$ cat src/rtl/http_response_header_parser_defines.svh
// Assertion macros shared by the header parser RTL.
`ifndef HTTP_RESPONSE_HEADER_PARSER_DEFINES_SVH
`define HTTP_RESPONSE_HEADER_PARSER_DEFINES_SVH

// Same-cycle implication, checked on every rising clk edge outside reset.
`define HRHP_ASSERT_SAME(lbl, ante, cons, msg) \
    lbl: assert property (@(posedge clk) disable iff (!rst_n) (ante) |-> (cons)) \
        else $error(msg);

// Next-cycle implication, checked on every rising clk edge outside reset.
`define HRHP_ASSERT_NEXT(lbl, ante, cons, msg) \
    lbl: assert property (@(posedge clk) disable iff (!rst_n) (ante) |=> (cons)) \
        else $error(msg);

`endif

$ cat src/rtl/hrhp_pkg.sv
// Types, constants and lookup functions of the HTTP response header parser.
`timescale 1ns / 1ps
`default_nettype none

package hrhp_pkg;

    // Offset limit: bytes at or beyond this offset are an error
    localparam int MAX_HEADER_BYTES = 65536;
    localparam int OFFSET_LIMIT     = (MAX_HEADER_BYTES < 65536) ? MAX_HEADER_BYTES : 65536;
    localparam int POS_W            = $clog2(OFFSET_LIMIT + 1);

    localparam int STATUS_W          = 10;
    localparam int STATUS_PREFIX_LEN = 12;
    localparam int VERSION_DIGIT_POS = 7;
    localparam int FIRST_CODE_POS    = 9;
    localparam int KIND_COUNT        = 6;
    localparam int NAME_MAX          = 17;
    localparam int NAME_IDX_W        = $clog2(NAME_MAX);

    localparam logic [7:0] CHAR_TAB   = 8'h09;
    localparam logic [7:0] CHAR_LF    = 8'h0A;
    localparam logic [7:0] CHAR_CR    = 8'h0D;
    localparam logic [7:0] CHAR_SPACE = 8'h20;
    localparam logic [7:0] CHAR_COLON = 8'h3A;
    localparam logic [7:0] CHAR_ZERO  = 8'h30;
    localparam logic [7:0] CHAR_NINE  = 8'h39;
    localparam logic [7:0] CHAR_UP_A  = 8'h41;
    localparam logic [7:0] CHAR_UP_Z  = 8'h5A;
    localparam logic [7:0] CASE_BIT   = 8'h20;

    typedef enum logic [1:0] {
        PH_STATUS,
        PH_HEADERS,
        PH_DONE,
        PH_ERROR
    } phase_t;

    typedef enum logic [1:0] {
        EV_NONE  = 2'd0,
        EV_LINE  = 2'd1,
        EV_DONE  = 2'd2,
        EV_ERROR = 2'd3
    } event_t;

    typedef enum logic [2:0] {
        KIND_OTHER     = 3'd0,
        KIND_ENCODING  = 3'd1,
        KIND_LANGUAGE  = 3'd2,
        KIND_LENGTH    = 3'd3,
        KIND_TYPE      = 3'd4,
        KIND_LOCATION  = 3'd5,
        KIND_TRANSFER  = 3'd6
    } kind_t;

    typedef struct packed {
        logic [7:0] data_byte;
        logic       first_byte;
        logic       last_byte;
    } in_item_t;

    typedef struct packed {
        logic [1:0]          event_res;
        logic [STATUS_W-1:0] status_code;
        logic [2:0]          header_kind;
        logic [15:0]         name_offset;
        logic [15:0]         name_length;
        logic [15:0]         value_offset;
        logic [15:0]         value_length;
    } out_item_t;

    // Expected byte of the fixed "HTTP/1.x " prefix
    function automatic logic [7:0] prefix_char(input logic [3:0] i);
        logic [7:0] c;
        unique case (i)
            4'd0:    c = "H";
            4'd1:    c = "T";
            4'd2:    c = "T";
            4'd3:    c = "P";
            4'd4:    c = "/";
            4'd5:    c = "1";
            4'd6:    c = ".";
            4'd8:    c = " ";
            default: c = 8'h00;
        endcase
        return c;
    endfunction

    // Length of known header name k (k = kind - 1)
    function automatic logic [NAME_IDX_W-1:0] kind_len(input logic [2:0] k);
        logic [NAME_IDX_W-1:0] n;
        unique case (k)
            3'd0:    n = NAME_IDX_W'(16);
            3'd1:    n = NAME_IDX_W'(16);
            3'd2:    n = NAME_IDX_W'(14);
            3'd3:    n = NAME_IDX_W'(12);
            3'd4:    n = NAME_IDX_W'(8);
            3'd5:    n = NAME_IDX_W'(17);
            default: n = '0;
        endcase
        return n;
    endfunction

    // Lower-case byte i of known header name k; names are left aligned
    function automatic logic [7:0] kind_char(input logic [2:0] k,
                                             input logic [NAME_IDX_W-1:0] i);
        logic [8*NAME_MAX-1:0] s;
        logic [7:0]            c;
        unique case (k)
            3'd0:    s = {"content-encoding", 8'h00};
            3'd1:    s = {"content-language", 8'h00};
            3'd2:    s = {"content-length", 24'h0};
            3'd3:    s = {"content-type", 40'h0};
            3'd4:    s = {"location", 72'h0};
            3'd5:    s = "transfer-encoding";
            default: s = '0;
        endcase
        if (int'(i) < NAME_MAX)
        begin
            c = s[8*(NAME_MAX - 1 - int'(i)) +: 8];
        end
        else
        begin
            c = 8'h00;
        end
        return c;
    endfunction

    // ASCII lower-case fold
    function automatic logic [7:0] to_lower(input logic [7:0] b);
        return (b >= CHAR_UP_A && b <= CHAR_UP_Z) ? (b | CASE_BIT) : b;
    endfunction

endpackage

`default_nettype wire

$ cat src/rtl/hrhp_core.sv
// Parser state registers and the per-byte next-state and result logic.
`timescale 1ns / 1ps
`default_nettype none

module hrhp_core (
    input  wire logic              clk,
    input  wire logic              rst_n,
    input  wire logic              step_en,
    input  wire hrhp_pkg::in_item_t  item,
    output hrhp_pkg::out_item_t      result
);

    localparam int PW = hrhp_pkg::POS_W;

    hrhp_pkg::phase_t phase_reg, phase_next;
    logic [PW-1:0]    pos_reg, pos_next;
    logic [hrhp_pkg::STATUS_W-1:0] status_reg, status_next;
    logic [PW-1:0]    line_start_reg, line_start_next;
    logic             colon_seen_reg, colon_seen_next;
    logic [PW-1:0]    colon_off_reg, colon_off_next;
    logic [PW-1:0]    value_start_reg, value_start_next;
    logic             skip_ws_reg, skip_ws_next;
    logic             cr_pend_reg, cr_pend_next;
    logic [hrhp_pkg::KIND_COUNT-1:0] flags_reg, flags_next;

    // Current view of the state: a first byte restarts everything
    hrhp_pkg::phase_t cur_phase;
    logic [PW-1:0]    cur_pos;
    logic [hrhp_pkg::STATUS_W-1:0] cur_status;
    logic [PW-1:0]    cur_line_start;
    logic             cur_colon_seen;
    logic [PW-1:0]    cur_colon_off;
    logic [PW-1:0]    cur_value_start;
    logic             cur_skip_ws;
    logic             cur_cr_pend;
    logic [hrhp_pkg::KIND_COUNT-1:0] cur_flags;

    always_comb
    begin
        if (item.first_byte)
        begin
            cur_phase       = hrhp_pkg::PH_STATUS;
            cur_pos         = '0;
            cur_status      = '0;
            cur_line_start  = '0;
            cur_colon_seen  = 1'b0;
            cur_colon_off   = '0;
            cur_value_start = '0;
            cur_skip_ws     = 1'b0;
            cur_cr_pend     = 1'b0;
            cur_flags       = '1;
        end
        else
        begin
            cur_phase       = phase_reg;
            cur_pos         = pos_reg;
            cur_status      = status_reg;
            cur_line_start  = line_start_reg;
            cur_colon_seen  = colon_seen_reg;
            cur_colon_off   = colon_off_reg;
            cur_value_start = value_start_reg;
            cur_skip_ws     = skip_ws_reg;
            cur_cr_pend     = cr_pend_reg;
            cur_flags       = flags_reg;
        end
    end

    // Per-byte step
    logic [7:0]       b;
    logic [7:0]       b_low;
    logic [PW-1:0]    pos_inc;
    logic [PW-1:0]    cr_pos;
    logic [PW-1:0]    name_idx;
    logic [PW-1:0]    name_len;
    hrhp_pkg::event_t ev;
    logic [2:0]       kind;
    logic [PW-1:0]    r_no, r_nl, r_vo, r_vl;

    always_comb
    begin
        b        = item.data_byte;
        b_low    = hrhp_pkg::to_lower(b);
        pos_inc  = cur_pos + PW'(1);
        cr_pos   = cur_pos - PW'(1);
        name_idx = cur_pos - cur_line_start;
        name_len = cur_colon_off - cur_line_start;

        phase_next       = cur_phase;
        pos_next         = cur_pos;
        status_next      = cur_status;
        line_start_next  = cur_line_start;
        colon_seen_next  = cur_colon_seen;
        colon_off_next   = cur_colon_off;
        value_start_next = cur_value_start;
        skip_ws_next     = cur_skip_ws;
        cr_pend_next     = cur_cr_pend;
        flags_next       = cur_flags;

        ev   = hrhp_pkg::EV_NONE;
        kind = hrhp_pkg::KIND_OTHER;
        r_no = '0;
        r_nl = '0;
        r_vo = '0;
        r_vl = '0;

        if (cur_phase == hrhp_pkg::PH_STATUS || cur_phase == hrhp_pkg::PH_HEADERS)
        begin
            if (int'(cur_pos) >= hrhp_pkg::OFFSET_LIMIT)
            begin
                ev = hrhp_pkg::EV_ERROR;
            end
            else
            begin
                pos_next = pos_inc;
                if (cur_phase == hrhp_pkg::PH_STATUS)
                begin
                    // Status line: fixed prefix, version digit, three code digits, CRLF
                    if (int'(cur_pos) < hrhp_pkg::VERSION_DIGIT_POS ||
                        int'(cur_pos) == hrhp_pkg::VERSION_DIGIT_POS + 1)
                    begin
                        if (b != hrhp_pkg::prefix_char(cur_pos[3:0]))
                        begin
                            ev = hrhp_pkg::EV_ERROR;
                        end
                    end
                    else if (int'(cur_pos) < hrhp_pkg::STATUS_PREFIX_LEN)
                    begin
                        if (b < hrhp_pkg::CHAR_ZERO || b > hrhp_pkg::CHAR_NINE)
                        begin
                            ev = hrhp_pkg::EV_ERROR;
                        end
                        else if (int'(cur_pos) >= hrhp_pkg::FIRST_CODE_POS)
                        begin
                            status_next = hrhp_pkg::STATUS_W'(cur_status * 10'd10)
                                        + hrhp_pkg::STATUS_W'(b - hrhp_pkg::CHAR_ZERO);
                        end
                    end
                    else if (b == hrhp_pkg::CHAR_LF && cur_cr_pend)
                    begin
                        phase_next       = hrhp_pkg::PH_HEADERS;
                        line_start_next  = pos_inc;
                        colon_seen_next  = 1'b0;
                        colon_off_next   = pos_inc;
                        value_start_next = pos_inc;
                        skip_ws_next     = 1'b0;
                        cr_pend_next     = 1'b0;
                        flags_next       = '1;
                    end
                    else
                    begin
                        cr_pend_next = (b == hrhp_pkg::CHAR_CR);
                    end
                    if (ev == hrhp_pkg::EV_NONE && item.last_byte)
                    begin
                        ev = (phase_next == hrhp_pkg::PH_HEADERS) ? hrhp_pkg::EV_DONE
                                                                  : hrhp_pkg::EV_ERROR;
                    end
                end
                else if (b == hrhp_pkg::CHAR_LF && cur_cr_pend)
                begin
                    // End of a header line
                    if (cr_pos == cur_line_start)
                    begin
                        ev = hrhp_pkg::EV_DONE;
                    end
                    else if (!cur_colon_seen)
                    begin
                        ev = hrhp_pkg::EV_ERROR;
                    end
                    else
                    begin
                        // lowest matching kind wins
                        for (int k = hrhp_pkg::KIND_COUNT - 1; k >= 0; k--)
                        begin
                            if (cur_flags[k] &&
                                name_len == PW'(hrhp_pkg::kind_len(3'(k))))
                            begin
                                kind = 3'(k + 1);
                            end
                        end
                        ev               = hrhp_pkg::EV_LINE;
                        r_no             = cur_line_start;
                        r_nl             = name_len;
                        r_vo             = cur_value_start;
                        r_vl             = cr_pos - cur_value_start;
                        line_start_next  = pos_inc;
                        colon_seen_next  = 1'b0;
                        colon_off_next   = pos_inc;
                        value_start_next = pos_inc;
                        skip_ws_next     = 1'b0;
                        cr_pend_next     = 1'b0;
                        flags_next       = '1;
                        if (item.last_byte)
                        begin
                            phase_next = hrhp_pkg::PH_DONE;
                        end
                    end
                end
                else
                begin
                    // Ordinary line byte: name match, colon, value whitespace
                    if (!cur_colon_seen)
                    begin
                        if (b == hrhp_pkg::CHAR_COLON)
                        begin
                            colon_seen_next  = 1'b1;
                            colon_off_next   = cur_pos;
                            value_start_next = pos_inc;
                            skip_ws_next     = 1'b1;
                        end
                        else
                        begin
                            for (int k = 0; k < hrhp_pkg::KIND_COUNT; k++)
                            begin
                                if (name_idx >= PW'(hrhp_pkg::kind_len(3'(k))) ||
                                    b_low != hrhp_pkg::kind_char(3'(k),
                                        name_idx[hrhp_pkg::NAME_IDX_W-1:0]))
                                begin
                                    flags_next[k] = 1'b0;
                                end
                            end
                        end
                    end
                    else if (cur_skip_ws)
                    begin
                        if (b == hrhp_pkg::CHAR_SPACE || b == hrhp_pkg::CHAR_TAB)
                        begin
                            value_start_next = pos_inc;
                        end
                        else
                        begin
                            skip_ws_next = 1'b0;
                        end
                    end
                    cr_pend_next = (b == hrhp_pkg::CHAR_CR);
                    if (item.last_byte)
                    begin
                        ev = hrhp_pkg::EV_ERROR;
                    end
                end
            end

            if (ev == hrhp_pkg::EV_DONE)
            begin
                phase_next = hrhp_pkg::PH_DONE;
            end
            else if (ev == hrhp_pkg::EV_ERROR)
            begin
                phase_next = hrhp_pkg::PH_ERROR;
            end
        end

        // Result transaction
        result.event_res    = ev;
        result.status_code  = (ev == hrhp_pkg::EV_LINE || ev == hrhp_pkg::EV_DONE)
                              ? status_next : '0;
        result.header_kind  = kind;
        result.name_offset  = 16'(r_no);
        result.name_length  = 16'(r_nl);
        result.value_offset = 16'(r_vo);
        result.value_length = 16'(r_vl);
    end

    // State registers, updated once per processed byte
    always_ff @(posedge clk or negedge rst_n)
    begin
        if (!rst_n)
        begin
            phase_reg       <= hrhp_pkg::PH_STATUS;
            pos_reg         <= '0;
            status_reg      <= '0;
            line_start_reg  <= '0;
            colon_seen_reg  <= 1'b0;
            colon_off_reg   <= '0;
            value_start_reg <= '0;
            skip_ws_reg     <= 1'b0;
            cr_pend_reg     <= 1'b0;
            flags_reg       <= '1;
        end
        else if (step_en)
        begin
            phase_reg       <= phase_next;
            pos_reg         <= pos_next;
            status_reg      <= status_next;
            line_start_reg  <= line_start_next;
            colon_seen_reg  <= colon_seen_next;
            colon_off_reg   <= colon_off_next;
            value_start_reg <= value_start_next;
            skip_ws_reg     <= skip_ws_next;
            cr_pend_reg     <= cr_pend_next;
            flags_reg       <= flags_next;
        end
    end

endmodule

`default_nettype wire

$ cat src/rtl/http_response_header_parser.sv
// Top level of the HTTP/1.x response header parser: handshakes and pipeline registers.
//
// Input channel byte_valid / byte_stall / byte_data carries one header byte per
// transaction, with first_byte (restart) and last_byte (end of text) marks.
// Output channel hdr_valid / hdr_stall / hdr_data carries exactly one result per
// input byte: event code, status code, header kind, and name/value offsets and
// lengths. A transaction completes on a clock edge with valid high and stall low.
// A byte accepted into the input register gives its result in the result register
// behind the parse logic.
// Throughput: one byte per cycle while the result side does not stall; the parse
// state advances once per byte, so consecutive bytes flow back to back.
// When hdr_stall holds a result, the input register still takes one more byte;
// byte_stall rises only while both the input and result registers are full.
// Reset (rst_n low) empties both registers and returns the parser to the start
// of a status line with all offsets at zero.
`timescale 1ns / 1ps
`default_nettype none
`include "http_response_header_parser_defines.svh"

module http_response_header_parser (
    input  wire logic               clk,
    input  wire logic               rst_n,
    input  wire logic               byte_valid,
    output logic                    byte_stall,
    input  wire hrhp_pkg::in_item_t byte_data,
    output logic                    hdr_valid,
    input  wire logic               hdr_stall,
    output hrhp_pkg::out_item_t     hdr_data
);

    logic                in_valid_reg, in_valid_next;
    hrhp_pkg::in_item_t  in_data_reg;
    logic                out_valid_reg, out_valid_next;
    hrhp_pkg::out_item_t out_data_reg;
    hrhp_pkg::out_item_t step_result;
    logic                advance;
    logic                fire;
    logic                in_take;

    // Pipeline control
    always_comb
    begin
        advance        = !out_valid_reg || !hdr_stall;
        fire           = in_valid_reg && advance;
        byte_stall     = in_valid_reg && !advance;
        in_take        = byte_valid && !byte_stall;
        in_valid_next  = in_take ? 1'b1 : (fire ? 1'b0 : in_valid_reg);
        out_valid_next = fire ? 1'b1 : (hdr_stall ? out_valid_reg : 1'b0);
    end

    hrhp_core u_core (
        .clk     (clk),
        .rst_n   (rst_n),
        .step_en (fire),
        .item    (in_data_reg),
        .result  (step_result)
    );

    // Valid flags
    always_ff @(posedge clk or negedge rst_n)
    begin
        if (!rst_n)
        begin
            in_valid_reg  <= 1'b0;
            out_valid_reg <= 1'b0;
        end
        else
        begin
            in_valid_reg  <= in_valid_next;
            out_valid_reg <= out_valid_next;
        end
    end

    // Payload registers
    always_ff @(posedge clk)
    begin
        if (in_take)
        begin
            in_data_reg <= byte_data;
        end
        if (fire)
        begin
            out_data_reg <= step_result;
        end
    end

    assign hdr_valid = out_valid_reg;
    assign hdr_data  = out_data_reg;

    // Checks
    `HRHP_ASSERT_SAME(a_stall_only_when_full, byte_stall, in_valid_reg && out_valid_reg && hdr_stall, "input stalled while a register is free")
    `HRHP_ASSERT_NEXT(a_fire_gives_result, fire, hdr_valid, "processed byte produced no result")
    `HRHP_ASSERT_SAME(a_fields_zero_off_line, hdr_valid && hdr_data.event_res != hrhp_pkg::EV_LINE, hdr_data.header_kind == 3'd0 && hdr_data.name_length == 16'd0 && hdr_data.value_length == 16'd0, "line fields set without a header line event")
    `HRHP_ASSERT_SAME(a_status_zero_off_event, hdr_valid && (hdr_data.event_res == hrhp_pkg::EV_NONE || hdr_data.event_res == hrhp_pkg::EV_ERROR), hdr_data.status_code == 10'd0, "status code set on a none or error event")

endmodule

`default_nettype wire

$ cat config.mk
export PLATFORM = sky130hd
export DESIGN_NAME = http_response_header_parser
export DESIGN_NICKNAME = d
export VERILOG_FILES = /design/src/rtl/hrhp_pkg.sv /design/src/rtl/hrhp_core.sv /design/src/rtl/http_response_header_parser.sv
export VERILOG_INCLUDE_DIRS = /design/src /design/src/rtl
export SDC_FILE = /design/constraint.sdc
export NUM_CORES = 1
export LEC_CHECK = 0
export ABC_AREA = 1
export BUFFER_PORTS_ARGS = -buffer_cell sky130_fd_sc_hd__clkbuf_2
export CELL_PAD_IN_SITES_DETAIL_PLACEMENT = 1
export CELL_PAD_IN_SITES_GLOBAL_PLACEMENT = 1
export CORE_MARGIN = 5
export CORE_UTILIZATION = 50
export CTS_BUF_LIST = sky130_fd_sc_hd__clkbuf_4
export DETAILED_ROUTE_END_ITERATION = 8
export GPL_TIMING_DRIVEN = 0
export PLACE_DENSITY_LB_ADDON = 0.25
export SLEW_MARGIN = 10
export SYNTH_ARGS = -nofsm -noshare
export SYNTH_HDL_FRONTEND = slang
export SYNTH_SLANG_ARGS = --single-unit
$ cat constraint.sdc
create_clock -name clk -period 12.3 [get_ports clk]
set_clock_uncertainty 0.1 [all_clocks]
set_input_delay 2.46 -clock clk [delete_from_list [all_inputs] [get_ports clk]]
set_output_delay 2.46 -clock clk [all_outputs]
set_load 0.005 [all_outputs]
==> flow_summary.json <==
{
  "netlist_area_um2": 16530,
  "leakage_uw": 0.008755,
  "finalMaxSlewViolations": 0,
  "hp-class": "register to register",
  "cp.required_ns": 12.64,
  "synth-seq-cells": 179,
  "crit_type": "register to register",
  "seq_area_frac_synth_pct": 29.84,
  "worstSetupStartpoint": "in_data_reg[1]",
  "synthArstFlopShare_pct": 50.28,
  "postRouteAntennaNets": 0,
  "cp.arrival_ns": 6.79,
  "dr.pass1.iters": 5,
  "root_buffer": "clkbuf_4",
  "drtIter0Drc": 1885,
  "syn_inst": 2484,
  "yosysWarnings": 0,
  "fill_cells": 4477,
  "syn2layout_area_growth_pct": 8.320,
  "hold_path_end": "u_core.flags_reg[4]",
  "cp_top_family": "buffers and inverters",
  "fin_setup_tns_ns": 0,
  "avgSynthCellArea_um2": 6.653,
  "syn_nets": 2581,
  "grt.overflow.total": 0,
  "dr.max_layer_used": "met4",
  "gp_congestion": 1.027,
  "max_freq_mhz": 155.1,
  "met1_length_um": 29370,
  "wirelength_um": 78800,
  "setup_violations": 0,
  "peakVddDrop_mv": 0.2587,
  "maxCapViolations": 0,
  "grt_max_degree": 91,
  "die_y_um": 191.8,
  "pin_count": 95,
  "critPathMaxStageDelay_ns": 0.67,
  "via_count": 19437,
  "cts_buffers": 17,
  "rsz0062_at_grt": "no",
  "grt_use_total_pct": 42.56,
  "yosysTopAreaCellShare_pct": 16.17,
  "outcome": "finished clean",
  "hold_start": "u_core.flags_reg[4]",
  "largest_register_ffs": 79,
  "grt_pass1_vias": 20375,
  "p_per_area_nw_per_um2": 269.9,
  "design_area_um2": 17900,
  "period_minus_slack_ns": 6.449,
  "reg2reg_depth": 25,
  "tightest_slew_ns": 1.060,
  "max_slew_margin_pct": 29.32,
  "final_cell_mix": "nand2_1, nor2_1, inv_1",
  "worst-path-stages": 25,
  "dr_wl_met2_um": 36100,
  "synth_cell_type_count": 60,
  "timing.rr.end": "hdr_data[76]",
  "core_um2": 32620,
  "fin_total_pwr_uw": 4832,
  "die_area_um2": 36790,
  "antenna_found_initial": 2,
  "cts-resized-gates": 0,
  "min_path_cells": 2,
  "cts_setup_buffers": 0,
  "place_area_um2": 17630,
  "route.met3.wl_um": 7095,
  "final_util_pct": 54.88,
  "dpl.hpwl_um": 60460,
  "cts_hold_buffers": 0,
  "drc_errors": 0,
  "die_width_um": 191.8,
  "yosysTopAreaCell": "edfxtp_1",
  "rows": 66,
  "synth-main-ff-cell": "edfxtp_1",
  "vias_per_cell": 6.360,
  "crit_fanout": 10,
  "crit_buf_inv": 11,
  "min_period_over_period_pct": 52.43,
  "r2r_slack_ns": 5.85,
  "cts_tree": "built",
  "cp-start-kind": "register",
  "hold_viol": 0,
  "wire_per_inst_um": 25.79,
  "clock_path_buffers": 2,
  "grt_first_pass_wirelength_um": 118900,
  "layout_commonest_cell": "nand2_1",
  "r2r_start": "in_data_reg[1]",
  "synth_edf_count": 89,
  "cpMaxStageDelayCell": "buf_1",
  "synth.top_cells.by_area": "edfxtp_1, nand2_1, dfrtp_1, nor2_1, a21oi_1",
  "worst_setup_path_end_kind": "register",
  "clock_latency_ns": 0.70,
  "cts_sinks": 179,
  "portBuffers": 94,
  "initial_core_util_pct": 50.67,
  "path_clk_slew_ns": 0.20,
  "htree_levels": 4,
  "num-nets-final": 2697,
  "drive_gt1_share_pct": 9.912
}
## layout make-up
type	count	area (um2)	area share [%]
multi-input cells	1915	9971	55.70
flip-flops and latches	179	4932	27.55
inverters	295	1112	6.213
well taps	442	553.0	3.089
repair buffers	97	546.8	3.054
plain buffers	95	518.0	2.893
clock buffers	18	135.1	0.7548
clock inverters	14	131.4	0.7339
diodes	1	2.502	0.01398
## power by group
part           total (uW)  leakage, uW  switching (uW)  internal (uW)
clock                 362     0.000137             257            105
combinational        3590      0.00666            2560           1030
sequential            879      0.00196             101            778
## cells in the mapped netlist, drive strengths merged (3+ instances only)
cell       n
edfxtp    89
a211oi     6
a22oi      6
nor3b      6
o22ai     12
nor4       4
nor2     322
dfstp      6
o2111ai    6
nand3b     9
nand4     41
inv      288
clkinv     7
o21ai    185
ha        78
o21a       3
o211ai    28
clkbuf    45
nor3      34
a21boi     3
o221ai     5
xnor2     13
dfrtp     84
buf       50
or2        4
o21bai    23
nand3    179
a21oi    211
a31oi     11
fa         5
nand2    650
xor2      61
## kinds of logic (layout without fill, tap and decap cells)
group	Yosys count	in the layout	synth area share [%]
simple gates	1251	1251	32.77
fa+ha+maj	83	83	6.511
other cells	0	1	0
buf+inv	390	519	9.857
compound gates	506	506	16.97
xor+xnor	75	75	4.058
flops	179	179	29.84
## worst register-to-register path, stage by stage, from the launching register on
cell and delay, ns:
edfxtp_1 0.41, buf_6 0.17, inv_6 0.12, buf_12 0.17, buf_8 0.19, buf_4 0.28, buf_2 0.43, buf_1 0.64
buf_1 0.68, nand2_1 0.33, inv_1 0.17, ha_1 0.24, ha_1 0.22, inv_1 0.09, fa_1 0.42, inv_1 0.08
ha_1 0.26, a21oi_1 0.17, o21bai_1 0.09, nand2_1 0.09, nand2_1 0.06, a21oi_1 0.17, xor2_1 0.18, o21ai_1 0.09
a21oi_1 0.28, nor2_1 0.11
## per-stage QoR
stage	hold WS [ns]	setup WS (ns)	cells
2_1_floorplan	0.3477	6.525	2484
3_3_place_gp	0.3586	4.777	3020
3_5_place_dp	0.3766	6.169	3023
4_1_cts	0.4190	6.107	3055
5_1_grt	0.4407	5.559	3056
6_report	0.4250	5.851	3056
## worst max path at each step
stage / endpoint / slack (ns)
5_1_grt: hdr_data[66] / 5.56
6_report: hdr_data[76] / 5.85
3_3_place_gp: hdr_data[50] / 4.78
2_1_floorplan: hdr_data[0] / 6.52
3_5_place_dp: hdr_data[75] / 6.17
4_1_cts: hdr_data[76] / 6.11
## metal layers
| metal | GRT usage [%] | vias to the layer above |
|---|---|---|
| li1 | - | 8461 |
| met1 | 49.55 | 9463 |
| met2 | 69.54 | 1145 |
| met3 | 9.524 | 368 |
| met4 | 29.70 | 0 |
| met5 | 0 | - |
Note: power is estimated with default switching activity, not from simulation.
